## src/hw/rtl/wtra_node_walk.sv

```systemverilog
// Walks a symbol down the alphabet splits of the wavelet tree to a given depth.
// Returns the low bound of the node reached and the branch bit taken there.
// Depends on nothing outside this file.
`default_nettype none

module wtra_node_walk #(
    parameter int VW     = 5,
    parameter int LEVELS = 4,
    parameter int DCW    = 3
) (
    input  wire logic [VW-1:0]  i_sym,
    input  wire logic [VW-1:0]  i_alpha,
    input  wire logic [DCW-1:0] i_depth,
    output logic      [VW-1:0]  o_lo,
    output logic                o_upper
);

    always_comb begin
        logic [VW-1:0] lo;
        logic [VW-1:0] hi;
        logic [VW-1:0] mid;
        lo = '0;
        hi = i_alpha;
        // one split per level above the requested depth
        for (int k = 0; k < LEVELS; k++) begin
            mid = VW'(({1'b0, lo} + {1'b0, hi}) >> 1);
            if ((DCW'(k) < i_depth) && ((hi - lo) >= VW'(2))) begin
                if (i_sym >= mid) begin
                    lo = mid;
                end else begin
                    hi = mid;
                end
            end
        end
        // branch bit of the node reached, zero at a leaf
        mid     = VW'(({1'b0, lo} + {1'b0, hi}) >> 1);
        o_upper = ((hi - lo) >= VW'(2)) && (i_sym >= mid);
        o_lo    = lo;
    end

endmodule

`default_nettype wire

```

## config.mk

```make
export PLATFORM = sky130hd
export DESIGN_NAME = wtra_node_walk
export DESIGN_NICKNAME = d
export VERILOG_FILES = /design/src/hw/rtl/wtra_node_walk.sv
export SDC_FILE = /design/constraint.sdc
export NUM_CORES = 1
export LEC_CHECK = 0
export BUFFER_PORTS_ARGS = -buffer_cell sky130_fd_sc_hd__buf_2
export CAP_MARGIN = 20
export CORE_UTILIZATION = 45
export DETAILED_ROUTE_END_ITERATION = 6
export GPL_TIMING_DRIVEN = 1
export SKIP_LAST_GASP = 1
export SYNTH_ARGS = -nofsm -noshare
export SYNTH_HDL_FRONTEND = slang
export SYNTH_SLANG_ARGS = --single-unit
export TNS_END_PERCENT = 30
```

## constraint.sdc

```tcl
create_clock -name vclk -period 35.4
set_clock_uncertainty 0.05 [all_clocks]
set_input_delay 3.54 -clock vclk [all_inputs]
set_output_delay 3.54 -clock vclk [all_outputs]
set_load 0.03 [all_outputs]
```

==> results.md <==
* Least-Margin Pin Slew at 0.6598 ns
* Crit path from: i_alpha[4]
* Metal-1 WL at 3037 um
* Critical Path AT at 15.65 ns
* Post-CTS setup buffers at 0
* Type of origin of the critical path: primary input
* CP Class: primary input to output pin
* Multi-input gate area at 2267 um^2
* Status: finished clean
* WL final at 5764 um
* Met3 wire length at 173 um
* Max incr delay on CP at 0.54 ns
* Register area at 0 um^2
* Gates resized, CTS repair at 0
* Routed Antenna Nets at 0
* Layout cells sized above 1 at 0.1303
* DP Area at 2626 um^2
* Initial antenna violation count at 0
* Slowest stage cell, crit path: fa_1
* Vias per cell at 5.543
* Commonest non-fill, non-tap cell in the layout: ha_1
* ANT cells at 0
* Ports at 19
* Mapped Area at 2480 um^2
* Vias in the first global route at 1985
* Hold Path Sink: o_upper
* Drt first-iter violations at 90
* CTS Hold Bufs at 0
* Detailed Place HPWL at 5059 um
* Largest net degree at the start of global routing at 11
* Max-slew violations at 0
* Tcrit/Tclk final at 0.5436
* Fin nets at 408
* Setup TNS at 0 ns
* Die height at 76.24 um
* Initial Util at 0.4764
* RD Place Congestion at 0.8783
* Filler Cells Inserted at 539
* Syn-to-layout area delta at 5.903%
* Crit path time final at 19.24 ns
* Syn_area_per_cell at 7.848 um^2
* FP Rows at 26
* Worst hold margin at 7.730 ns
* Hold path depth at 5
* Net Count, Synth at 392
* GRT Residual Overflow at 0
* Remaining DRCs at 0
* Sequential fraction of the synthesis area at 0
* Dominant cells by area after synthesis: ha_1, inv_1, fa_1, xnor2_1, mux2i_1
* Synth Area in Simple Gates at 0.1448
* Vias at 2217
* Clock buffers at 0
* CP Capture Type: output pin
* Syn Inst Count at 316
* Synth Area in Compound Gates at 0.2487
* Main combinational cell family by area after synthesis: adder cells
* Pre-CTS setup slack at 16.20 ns
* Hold_sp: i_sym[4]
* Post-route setup slack at 16.16 ns
* WL met2 at 2439 um
* GRT Overall Usage at 0.2031
* Area of the die at 5812 um^2
* Commonest non-fill, non-tap cells in the layout: ha_1, inv_1, a21oi_1, nor2_1, buf_2
* Max Freq at 51.96 MHz
* DRT Pass-1 Iters at 4
* Synth warn at 0
* Global-route wire length before repair at 9749 um
* XOR/XNOR share of the synthesized area at 0.07719
* Post-synth top area share at 0.2775
* Fin area at 2626 um^2
* Buffers added on ports at 19
* Core area at 5205 um^2
* Fin. Hold Viols at 0
* RSZ-0062 raised after global routing: no
* Endpoints failing setup at 0
* Max-cap viol count at 0
* Sequential cells at 0
* CP Max Fanout at 10
* Top Metal Used: met4
* Slew margin rel. at 0.5564
* Min-delay worst type: primary input to output pin
* Mux share of post-synthesis cell area at 0.09233
* Wire per inst at 14.41 um
* Netlist cell types at 55
* Post-synthesis adder-cell area fraction at 0.3512
* Cell taking the most area after synthesis: ha_1
* Worst EP required at 31.81 ns
* Die Wd at 76.24 um
## per-stage QoR
stage / utilization / instances
5_1_grt: 0.5046 / 400
3_3_place_gp: 0.5046 / 400
3_5_place_dp: 0.5046 / 400
2_1_floorplan: - / 316
4_1_cts: 0.5046 / 400
6_report: 0.5046 / 400
## worst max-delay path by stage
stage	end	slack [ns]
4_1_cts	o_upper	16.20
3_5_place_dp	o_upper	16.20
6_report	o_upper	16.16
2_1_floorplan	o_upper	17.75
3_3_place_gp	o_upper	16.22
5_1_grt	o_upper	15.22
## layer usage
layer / GRT usage / up-vias
met5: 0 / -
met4: 0.03462 / 0
met3: 0 / 8
met2: 0.3162 / 43
met1: 0.3147 / 1026
li1: - / 1140
## cells in the mapped netlist, drive strengths merged, types with 4 or more instances
master  count
ha         55
nand3      11
o21bai     12
fa          8
buf         4
o21a        4
xor2        6
mux2        7
nand2b      6
nand2      14
a21oi      25
o21ai      11
nor2       20
nor2b       5
a21o        4
inv        47
a31oi       6
nor3        8
xnor2      15
o31ai       5
mux2i      13
## critical path, delay by kind of cell
| kind | cells | cell delay (ns) |
|---|---|---|
| AO/OA/AOI/OAI | 14 | 2.42 |
| XOR/XNOR | 1 | 0.27 |
| adder cells (fa/ha/maj) | 14 | 4.49 |
| buffers and inverters | 11 | 1.03 |
| multiplexers | 4 | 1.45 |
| AND/OR/NAND/NOR | 12 | 2.45 |
## kinds of logic (layout without fill, tap and decap cells)
group	after synthesis	after routing
mux	20	20
buf+inv	52	66
compound gates	85	85
fa+ha+maj	65	65
simple gates	73	73
xor+xnor	21	21
## layout make-up
class | instances | share of cell area
tap | 70 | 0.03335
timing repair buffer | 19 | 0.03621
multi-input combinational | 264 | 0.8633
inverter | 47 | 0.06717
Power is not shown: default switching activity piles up to over one toggle a cycle in this logic, so the estimate is an artifact.
